--- src/hw/rtl/sfc_pkg.sv ---
// sfc_pkg: shared constants, framing codes and the structs that link the
// front end, the command queue and the emitter of serial_frame_collector.
// No dependencies.
`timescale 1ns / 1ps
`default_nettype none
package sfc_pkg;

   localparam int BYTE_W           = 8;
   localparam int LEN_W            = 6;   // frame_length width, also store address width
   localparam int MODE_W           = 2;
   localparam int BUFFER_DEPTH_DEF = 64;
   localparam int RAW_UNIT_DEF     = 32;
   localparam int QUEUE_DEPTH      = 2;

   // framing_mode codes
   localparam logic [MODE_W-1:0] MODE_SLIP = 2'd0;
   localparam logic [MODE_W-1:0] MODE_HEX  = 2'd1;
   localparam logic [MODE_W-1:0] MODE_RAW  = 2'd2;

   localparam logic [BYTE_W-1:0] END_BYTE = 8'hC0;
   localparam logic [BYTE_W-1:0] CR_BYTE  = 8'h0D;

   // one completed frame handed from front to emitter
   typedef struct packed {
      logic [LEN_W-1:0] len;
   } frame_cmd_type;

   // frame store write, front to emitter
   typedef struct packed {
      logic              en;
      logic [LEN_W-1:0]  addr;
      logic [BYTE_W-1:0] data;
   } store_wr_type;

   typedef struct packed {
      logic not_empty;
      logic full;
   } queue_status_type;

   function automatic logic is_hex_digit(input logic [BYTE_W-1:0] b);
      return b inside {[8'h30:8'h39], [8'h61:8'h66], [8'h41:8'h46]};
   endfunction

endpackage
`default_nettype wire

--- src/hw/rtl/sfc_front.sv ---
// sfc_front: accepts bytes, holds fill count and framing mode, writes the
// frame store and pushes a command for each completed frame.
// Depends on sfc_pkg.
`timescale 1ns / 1ps
`default_nettype none
module sfc_front #(
   parameter int BUFFER_DEPTH   = sfc_pkg::BUFFER_DEPTH_DEF,
   parameter int RAW_UNIT_BYTES = sfc_pkg::RAW_UNIT_DEF
) (
   input  wire logic                          clock,
   input  wire logic                          reset,
   input  wire logic                          req_valid,
   output logic                               req_stall,
   input  wire logic [sfc_pkg::BYTE_W-1:0]    req_rx_byte,
   input  wire logic                          csr_wr_en,
   input  wire logic [sfc_pkg::MODE_W-1:0]    csr_wr_data,
   input  wire logic                          busy,
   output sfc_pkg::store_wr_type              store_wr,
   output logic                               push_valid,
   output sfc_pkg::frame_cmd_type             push_cmd
);

   localparam int AW = $clog2(BUFFER_DEPTH);
   localparam int NW = sfc_pkg::LEN_W + 1;

   logic [AW-1:0]              fill_ff, fill_in;
   logic [sfc_pkg::MODE_W-1:0] mode_ff;
   logic                       accept;
   logic [NW-1:0]              next_cnt;
   logic                       full;

   assign req_stall = busy;
   assign accept    = req_valid && !busy;
   assign next_cnt  = NW'(fill_ff) + NW'(1);
   assign full      = next_cnt >= NW'(BUFFER_DEPTH);

   assign store_wr.en   = accept;
   assign store_wr.addr = sfc_pkg::LEN_W'(fill_ff);
   assign store_wr.data = req_rx_byte;

   always_comb begin
      fill_in      = fill_ff;
      push_valid   = 1'b0;
      push_cmd.len = '0;
      if (accept) begin
         if (full) begin
            fill_in = '0;   // store full: partial frame dropped
         end else begin
            fill_in = next_cnt[AW-1:0];
            case (mode_ff)
               sfc_pkg::MODE_SLIP: begin
                  if (req_rx_byte == sfc_pkg::END_BYTE) begin
                     fill_in      = '0;
                     push_valid   = (fill_ff != '0);
                     push_cmd.len = sfc_pkg::LEN_W'(fill_ff);
                  end
               end
               sfc_pkg::MODE_HEX: begin
                  if (req_rx_byte == sfc_pkg::CR_BYTE) begin
                     fill_in      = '0;
                     push_valid   = (fill_ff != '0);
                     push_cmd.len = sfc_pkg::LEN_W'(fill_ff);
                  end else if (!sfc_pkg::is_hex_digit(req_rx_byte)) begin
                     fill_in = '0;
                  end
               end
               sfc_pkg::MODE_RAW: begin
                  if (next_cnt == NW'(RAW_UNIT_BYTES)) begin
                     fill_in      = '0;
                     push_valid   = 1'b1;
                     push_cmd.len = next_cnt[sfc_pkg::LEN_W-1:0];
                  end
               end
               default: begin
               end
            endcase
         end
      end
   end

   always_ff @(posedge clock) begin
      if (reset) begin
         fill_ff <= '0;
         mode_ff <= sfc_pkg::MODE_SLIP;
      end else begin
         fill_ff <= fill_in;
         if (csr_wr_en) begin
            mode_ff <= csr_wr_data;
         end
      end
   end

endmodule
`default_nettype wire

--- src/hw/rtl/sfc_queue.sv ---
// sfc_queue: short command queue between the front end and the emitter.
// Depends on sfc_pkg.
`timescale 1ns / 1ps
`default_nettype none
module sfc_queue (
   input  wire logic                   clock,
   input  wire logic                   reset,
   input  wire logic                   push_valid,
   input  sfc_pkg::frame_cmd_type      push_cmd,
   input  wire logic                   pop,
   output sfc_pkg::frame_cmd_type      pop_cmd,
   output sfc_pkg::queue_status_type   status
);

   localparam int PW = $clog2(sfc_pkg::QUEUE_DEPTH);
   localparam int CW = $clog2(sfc_pkg::QUEUE_DEPTH + 1);

   sfc_pkg::frame_cmd_type entry_ff [sfc_pkg::QUEUE_DEPTH];
   logic [PW-1:0] wr_ptr_ff, rd_ptr_ff;
   logic [CW-1:0] count_ff;
   logic          do_push, do_pop;

   assign status.not_empty = (count_ff != '0);
   assign status.full      = (count_ff == CW'(sfc_pkg::QUEUE_DEPTH));
   assign do_push          = push_valid && !status.full;
   assign do_pop           = pop && status.not_empty;
   assign pop_cmd          = entry_ff[rd_ptr_ff];

   function automatic logic [PW-1:0] bump(input logic [PW-1:0] p);
      return (p == PW'(sfc_pkg::QUEUE_DEPTH - 1)) ? '0 : p + PW'(1);
   endfunction

   always_ff @(posedge clock) begin
      if (do_push) begin
         entry_ff[wr_ptr_ff] <= push_cmd;
      end
   end

   always_ff @(posedge clock) begin
      if (reset) begin
         wr_ptr_ff <= '0;
         rd_ptr_ff <= '0;
         count_ff  <= '0;
      end else begin
         if (do_push) wr_ptr_ff <= bump(wr_ptr_ff);
         if (do_pop)  rd_ptr_ff <= bump(rd_ptr_ff);
         if (do_push && !do_pop)      count_ff <= count_ff + CW'(1);
         else if (do_pop && !do_push) count_ff <= count_ff - CW'(1);
      end
   end

endmodule
`default_nettype wire

--- src/hw/rtl/sfc_emitter.sv ---
// sfc_emitter: owns the frame store and plays a completed frame out one
// byte per cycle through a read stage and an output register.
// Depends on sfc_pkg.
`timescale 1ns / 1ps
`default_nettype none
module sfc_emitter #(
   parameter int BUFFER_DEPTH = sfc_pkg::BUFFER_DEPTH_DEF
) (
   input  wire logic                          clock,
   input  wire logic                          reset,
   input  sfc_pkg::store_wr_type              store_wr,
   input  wire logic                          cmd_ready,
   input  sfc_pkg::frame_cmd_type             cmd,
   output logic                               pop,
   output logic                               busy,
   output logic                               rsp_valid,
   input  wire logic                          rsp_stall,
   output logic [sfc_pkg::BYTE_W-1:0]         rsp_frame_byte,
   output logic                               rsp_frame_last,
   output logic [sfc_pkg::LEN_W-1:0]          rsp_frame_length
);

   localparam int AW = $clog2(BUFFER_DEPTH);

   typedef enum logic {ST_IDLE, ST_SEND} state_type;

   logic [sfc_pkg::BYTE_W-1:0] store_mem [BUFFER_DEPTH];

   state_type                  state_ff, state_in;
   logic [sfc_pkg::LEN_W-1:0]  idx_ff, idx_in;
   logic [sfc_pkg::LEN_W-1:0]  len_ff, len_in;
   logic                       rd_valid_ff, rd_last_ff;
   logic [sfc_pkg::LEN_W-1:0]  rd_len_ff;
   logic [sfc_pkg::BYTE_W-1:0] rd_data_ff;
   logic                       advance, issue, issue_last;

   assign advance    = !rsp_valid || !rsp_stall;
   assign pop        = (state_ff == ST_IDLE) && cmd_ready;
   assign issue      = (state_ff == ST_SEND) && advance;
   assign issue_last = (idx_ff == len_ff - sfc_pkg::LEN_W'(1));
   assign busy       = (state_ff == ST_SEND) || rd_valid_ff || rsp_valid;

   always_ff @(posedge clock) begin
      if (store_wr.en) begin
         store_mem[store_wr.addr[AW-1:0]] <= store_wr.data;
      end
      if (advance) begin
         rd_data_ff <= store_mem[idx_ff[AW-1:0]];
      end
   end

   always_comb begin
      state_in = state_ff;
      idx_in   = idx_ff;
      len_in   = len_ff;
      case (state_ff)
         ST_IDLE: begin
            if (cmd_ready) begin
               state_in = ST_SEND;
               idx_in   = '0;
               len_in   = cmd.len;
            end
         end
         ST_SEND: begin
            if (issue) begin
               idx_in = idx_ff + sfc_pkg::LEN_W'(1);
               if (issue_last) state_in = ST_IDLE;
            end
         end
         default: state_in = ST_IDLE;
      endcase
   end

   always_ff @(posedge clock) begin
      if (reset) begin
         state_ff    <= ST_IDLE;
         rd_valid_ff <= 1'b0;
         rsp_valid   <= 1'b0;
      end else begin
         state_ff <= state_in;
         if (advance) begin
            rd_valid_ff <= issue;
            rsp_valid   <= rd_valid_ff;
         end
      end
      idx_ff <= idx_in;
      len_ff <= len_in;
      if (advance) begin
         rd_last_ff       <= issue_last;
         rd_len_ff        <= len_ff;
         rsp_frame_byte   <= rd_data_ff;
         rsp_frame_last   <= rd_last_ff;
         rsp_frame_length <= rd_len_ff;
      end
   end

endmodule
`default_nettype wire

--- src/hw/rtl/serial_frame_collector.sv ---
// serial_frame_collector: a byte accepted on req_ triggers rsp_ only when it completes a frame.
// Non-completing bytes: one per cycle while req_stall is low. A completing byte queues its
// frame, which the emitter plays through a read stage and output register, one byte per cycle
// while rsp_stall is low (single store read port); req_stall holds until the last byte leaves.
// Synchronous active-high reset clears fill count, mode (SLIP), queue and emitter; the
// frame store is not cleared. Depends on sfc_pkg, sfc_front, sfc_queue, sfc_emitter.
`timescale 1ns / 1ps
`default_nettype none
module serial_frame_collector #(
   parameter int BUFFER_DEPTH   = sfc_pkg::BUFFER_DEPTH_DEF,  // 4..64
   parameter int RAW_UNIT_BYTES = sfc_pkg::RAW_UNIT_DEF       // 1..63
) (
   input  wire logic                          clock,
   input  wire logic                          reset,
   // byte input
   input  wire logic                          req_valid,
   output logic                               req_stall,
   input  wire logic [sfc_pkg::BYTE_W-1:0]    req_rx_byte,
   // framing mode register
   input  wire logic                          csr_wr_en,
   input  wire logic [sfc_pkg::MODE_W-1:0]    csr_wr_data,
   // frame output
   output logic                               rsp_valid,
   input  wire logic                          rsp_stall,
   output logic [sfc_pkg::BYTE_W-1:0]         rsp_frame_byte,
   output logic                               rsp_frame_last,
   output logic [sfc_pkg::LEN_W-1:0]          rsp_frame_length
);

   sfc_pkg::store_wr_type     store_wr;
   sfc_pkg::frame_cmd_type    push_cmd, pop_cmd;
   sfc_pkg::queue_status_type q_status;
   logic                      push_valid, pop, emit_busy, front_busy;

   // The store is shared: the front end holds off new bytes while any frame
   // is queued or being played out, so a frame is never overwritten mid-read.
   assign front_busy = q_status.not_empty || emit_busy;

   // Front end: mode register, fill count, terminator/hex/raw classification.
   sfc_front #(
      .BUFFER_DEPTH   (BUFFER_DEPTH),
      .RAW_UNIT_BYTES (RAW_UNIT_BYTES)
   ) u_front (
      .clock       (clock),
      .reset       (reset),
      .req_valid   (req_valid),
      .req_stall   (req_stall),
      .req_rx_byte (req_rx_byte),
      .csr_wr_en   (csr_wr_en),
      .csr_wr_data (csr_wr_data),
      .busy        (front_busy),
      .store_wr    (store_wr),
      .push_valid  (push_valid),
      .push_cmd    (push_cmd)
   );

   // Completed-frame commands (length only; frames always start at entry 0).
   sfc_queue u_queue (
      .clock      (clock),
      .reset      (reset),
      .push_valid (push_valid),
      .push_cmd   (push_cmd),
      .pop        (pop),
      .pop_cmd    (pop_cmd),
      .status     (q_status)
   );

   // Back end: frame store plus read stage plus output register.
   sfc_emitter #(
      .BUFFER_DEPTH (BUFFER_DEPTH)
   ) u_emitter (
      .clock            (clock),
      .reset            (reset),
      .store_wr         (store_wr),
      .cmd_ready        (q_status.not_empty),
      .cmd              (pop_cmd),
      .pop              (pop),
      .busy             (emit_busy),
      .rsp_valid        (rsp_valid),
      .rsp_stall        (rsp_stall),
      .rsp_frame_byte   (rsp_frame_byte),
      .rsp_frame_last   (rsp_frame_last),
      .rsp_frame_length (rsp_frame_length)
   );

endmodule
`default_nettype wire

--- config.mk ---
export PLATFORM = sky130hd
export DESIGN_NAME = serial_frame_collector
export DESIGN_NICKNAME = d
export VERILOG_FILES = /design/src/hw/rtl/sfc_pkg.sv /design/src/hw/rtl/sfc_front.sv /design/src/hw/rtl/sfc_queue.sv /design/src/hw/rtl/sfc_emitter.sv /design/src/hw/rtl/serial_frame_collector.sv
export SDC_FILE = /design/constraint.sdc
export NUM_CORES = 1
export LEC_CHECK = 0
export BUFFER_PORTS_ARGS = -buffer_cell sky130_fd_sc_hd__buf_2
export CAP_MARGIN = 30
export CORE_UTILIZATION = 35
export DETAILED_ROUTE_END_ITERATION = 10
export SLEW_MARGIN = 5
export SYNTH_ARGS = -nofsm -noshare
export SYNTH_HDL_FRONTEND = slang
export SYNTH_SLANG_ARGS = --single-unit
--- constraint.sdc ---
create_clock -name clock -period 3.1 [get_ports clock]
set_clock_uncertainty 0.05 [all_clocks]
set_input_delay 0.62 -clock clock [delete_from_list [all_inputs] [get_ports clock]]
set_output_delay 0.62 -clock clock [all_outputs]
set_load 0.1 [all_outputs]
==> results.json <==
{
  "p_leak_nw": 8.791,
  "routed-via-count": 11727,
  "setup_viol": 0,
  "yosysWarnings": 0,
  "postCtsSetupBuffers": 0,
  "syn_to_final_growth_pct": 17.47,
  "dp_hpwl_um": 34480,
  "first_pass_iters": 5,
  "cts_made_buffers": 57,
  "status": "finished clean",
  "power_per_cell_area_nw_per_um2": 876.3,
  "slew_headroom": 0.5141,
  "die_y_um": 257.3,
  "max_freq_ghz": 0.3576,
  "die_x_um": 257.3,
  "yosys_most_used_dff": "edfxtp_1",
  "postRouteAntennaNets": 0,
  "insertion_delay_ns": 0.60,
  "port_buffers": 31,
  "arrival_ns": 3.11,
  "whs_path_depth": 3,
  "ys_ff_latch": 581,
  "min_to": "u_front.mode_ff[0]",
  "worstMarginPinSlew_ns": 0.7289,
  "slowest_stage": "edfxtp_1",
  "initial_core_util": 0.3540,
  "io_pins": 32,
  "num_rows": 93,
  "worstReg2RegStart": "u_emitter.idx_ff[1]",
  "ir_drop_mv": 0.5501,
  "grt_start_max_net_pins": 68,
  "min-delay-path-class": "in -> reg",
  "end_kind": "register",
  "cp_slowest_stage_delay_ns": 0.79,
  "period_share": 0.9022,
  "hold_violations": 0,
  "rr_worst_depth": 6,
  "synth_area_um2": 22820,
  "clkSlewWorstSetupHoldPaths_ns": 0.06,
  "drv_slew": 0,
  "maxCapViolations": 0,
  "fin_setup_tns_ns": 0,
  "async_flop_share": 0,
  "rsz0062_at_grt": "no",
  "critPathMaxFanout": 27,
  "worst-setup-path-type": "reg -> reg",
  "drtIter0Drc": 1272,
  "synth.net_count": 1189,
  "fin_worst_hold_slack_ns": 0.2029,
  "overflow": 0,
  "coreArea_um2": 64460,
  "r2r-end": "u_emitter.rd_data_ff[3]",
  "root_buffer": "clkbuf_16",
  "crit_path_cell_trace": "buf_12 -> mux4_2 -> a22o_1 -> a211oi_1 -> a21oi_1 -> a22o_1",
  "path_common_cell": "a22o_1",
  "ys_types": 62,
  "start_kind": "register",
  "yosysSeqAreaShare": 0.7579,
  "h-tree-depth": 2,
  "cts_tree": "yes",
  "avgSynthCellArea_um2": 19.52,
  "grtUsageTotal": 0.1635,
  "nets": 1347,
  "clockBufferDepth": 3,
  "wl_per_cell_um": 24.06,
  "synth_edf_count": 566,
  "wl_um": 53690,
  "antenna_found_initial": 2,
  "r2r_slack_ns": 0.30,
  "gp_congestion": 0.8193,
  "remaining_drc_errors": 0,
  "hold_start": "csr_wr_data[0]",
  "required_ns": 3.41,
  "syn_inst": 1169,
  "period_minus_slack_ns": 2.797,
  "viasPerCell": 5.254,
  "postCtsResizedCells": 0,
  "die-area_um2": 66230,
  "grt_pass1_vias": 12039,
  "hold_buffers": 0,
  "drive_gt1_frac": 0.2725,
  "startpoint": "u_emitter.idx_ff[1]",
  "clkSinkCount": 581,
  "grt_pass1_wl_um": 80410
}
## cell families (layout without fill, tap and decap cells)
family,after synthesis,count (layout),synth area share
flip-flops,581,581,0.7579
AND/OR/NAND/NOR,198,198,0.04118
multiplexers,173,173,0.1350
AO/OA/AOI/OAI,126,126,0.03970
buffers and inverters,72,279,0.01809
XOR/XNOR,14,14,0.005373
adder cells (fa/ha/maj),5,5,0.002741
other,0,1,0
## critical path: cells and delay by family (launching register included)
family | cells | cell delay (ns)
AOI/OAI and AO/OA | 4 | 1.09
buffers and inverters | 1 | 0.28
DFF | 1 | 0.79
muxes | 1 | 0.32
## where the power goes
| part | leakage (nW) | switching, W | internal [W] |
|---|---|---|---|
| clock | 1.00 | 0.00292 | 0.00446 |
| combinational | 2.49 | 0.00404 | 0.00268 |
| sequential | 5.30 | 0.000314 | 0.00907 |
## state kept, by name, summed over array words and instances (netlist names), 2 cells and up
signal / count
u_emitter.rsp_frame_length: 6
u_emitter.rd_len_ff: 6
u_front.mode_ff: 2
u_queue.entry_ff: 12
u_emitter.store_mem: 512
u_queue.count_ff: 2
u_emitter.rd_data_ff: 8
u_emitter.len_ff: 6
u_emitter.rsp_frame_byte: 8
u_front.fill_ff: 6
u_emitter.idx_ff: 6
## layout make-up
class / count / area (um^2)
Fill cell: 5709 / 37660
Sequential cell: 581 / 17300
Multi-Input combinational cell: 516 / 5114
Clock buffer: 70 / 1548
Timing Repair Buffer: 160 / 1269
Tap cell: 855 / 1070
Clock inverter: 38 / 467.9
Inverter: 11 / 41.29
Antenna cell: 1 / 2.502
## cell usage after synthesis (2+ instances only)
| cell | number | share of area |
|---|---|---|
| o22ai_1 | 13 | 0.0036 |
| o221ai_1 | 10 | 0.0038 |
| and2_1 | 7 | 0.0019 |
| clkbuf_1 | 27 | 0.0044 |
| nor3_1 | 12 | 0.0026 |
| o2111ai_1 | 2 | 0.00077 |
| a31oi_1 | 3 | 0.00082 |
| xor2_1 | 4 | 0.0015 |
| nand4_1 | 2 | 0.00055 |
| buf_2 | 11 | 0.0024 |
| xnor2_1 | 10 | 0.0038 |
| nor4b_1 | 2 | 0.00077 |
| o21ai_0 | 9 | 0.0020 |
| a311oi_1 | 2 | 0.00077 |
| nor4_1 | 2 | 0.00055 |
| or2_2 | 2 | 0.00055 |
| buf_1 | 6 | 0.00099 |
| a221oi_1 | 3 | 0.0012 |
| buf_8 | 2 | 0.0013 |
| nand3b_1 | 5 | 0.0016 |
| mux2i_1 | 58 | 0.025 |
| inv_1 | 11 | 0.0018 |
| a21oi_1 | 17 | 0.0037 |
| nand2b_1 | 4 | 0.0011 |
| or3b_1 | 2 | 0.00077 |
| nand3_1 | 18 | 0.0039 |
| dfxtp_1 | 15 | 0.013 |
| o21ai_1 | 3 | 0.00066 |
| buf_4 | 4 | 0.0013 |
| and3_1 | 5 | 0.0014 |
| a22oi_1 | 17 | 0.0056 |
| nand2_1 | 27 | 0.0044 |
| or3_1 | 7 | 0.0019 |
| a211o_1 | 2 | 0.00077 |
| mux4_2 | 107 | 0.11 |
| nor2_1 | 88 | 0.014 |
| a22o_1 | 10 | 0.0038 |
| a211oi_1 | 20 | 0.0066 |
| buf_6 | 10 | 0.0049 |
| a21o_1 | 5 | 0.0016 |
| mux2_2 | 7 | 0.0035 |
| edfxtp_1 | 566 | 0.74 |
| ha_1 | 5 | 0.0027 |
| nor2b_1 | 9 | 0.0025 |
## worst max path at each step
stage / to / slack [ns] / cells after the start
after floorplan: u_emitter.idx_ff[0] / 0.51 / 3
after global placement: u_queue.count_ff[1] / 0.21 / 8
after detailed placement: u_queue.count_ff[1] / 0.24 / 8
after CTS: u_emitter.rd_data_ff[3] / 0.24 / 6
after global routing: u_emitter.store_mem[1][5] / 0.16 / 6
final: u_emitter.rd_data_ff[3] / 0.30 / 6
## per-stage QoR
stage	util	setup WS, ns	std cells	total power (W)	cell area [um^2]
after global routing	0.4158	0.1584	2231	0.02433	26810
after global placement	0.3841	0.2143	2122	0.01622	24760
final	0.4159	0.3032	2232	0.02349	26810
after CTS	0.4158	0.2376	2231	0.02368	26810
after floorplan	-	0.5092	1169	0.01405	22820
after detailed placement	0.3846	0.2393	2123	0.01632	24790
## cell usage in the layout, fill, tap and decap left out, types with 11 or more instances in the layout
cell type  count
dfxtp_1       15
o22ai_1       13
clkinv_2      17
inv_1         11
buf_2         31
edfxtp_1     566
nor3_1        12
clkbuf_16     59
nor2_1        88
nand3_1       18
a211oi_1      20
a21oi_1       17
a22oi_1       17
buf_4        118
nand2_1       26
bufinv_16     11
mux2i_1       58
mux4_2       107
## per-layer routing
metal	track usage	part of all wire	routed length, um
met1	0.2331	0.45	24070
met2	0.2630	0.48	25840
met3	0.03054	0.059	3164
met4	0.03041	0.012	618
met5	0	0	0
(Power assumes the default switching activity.)
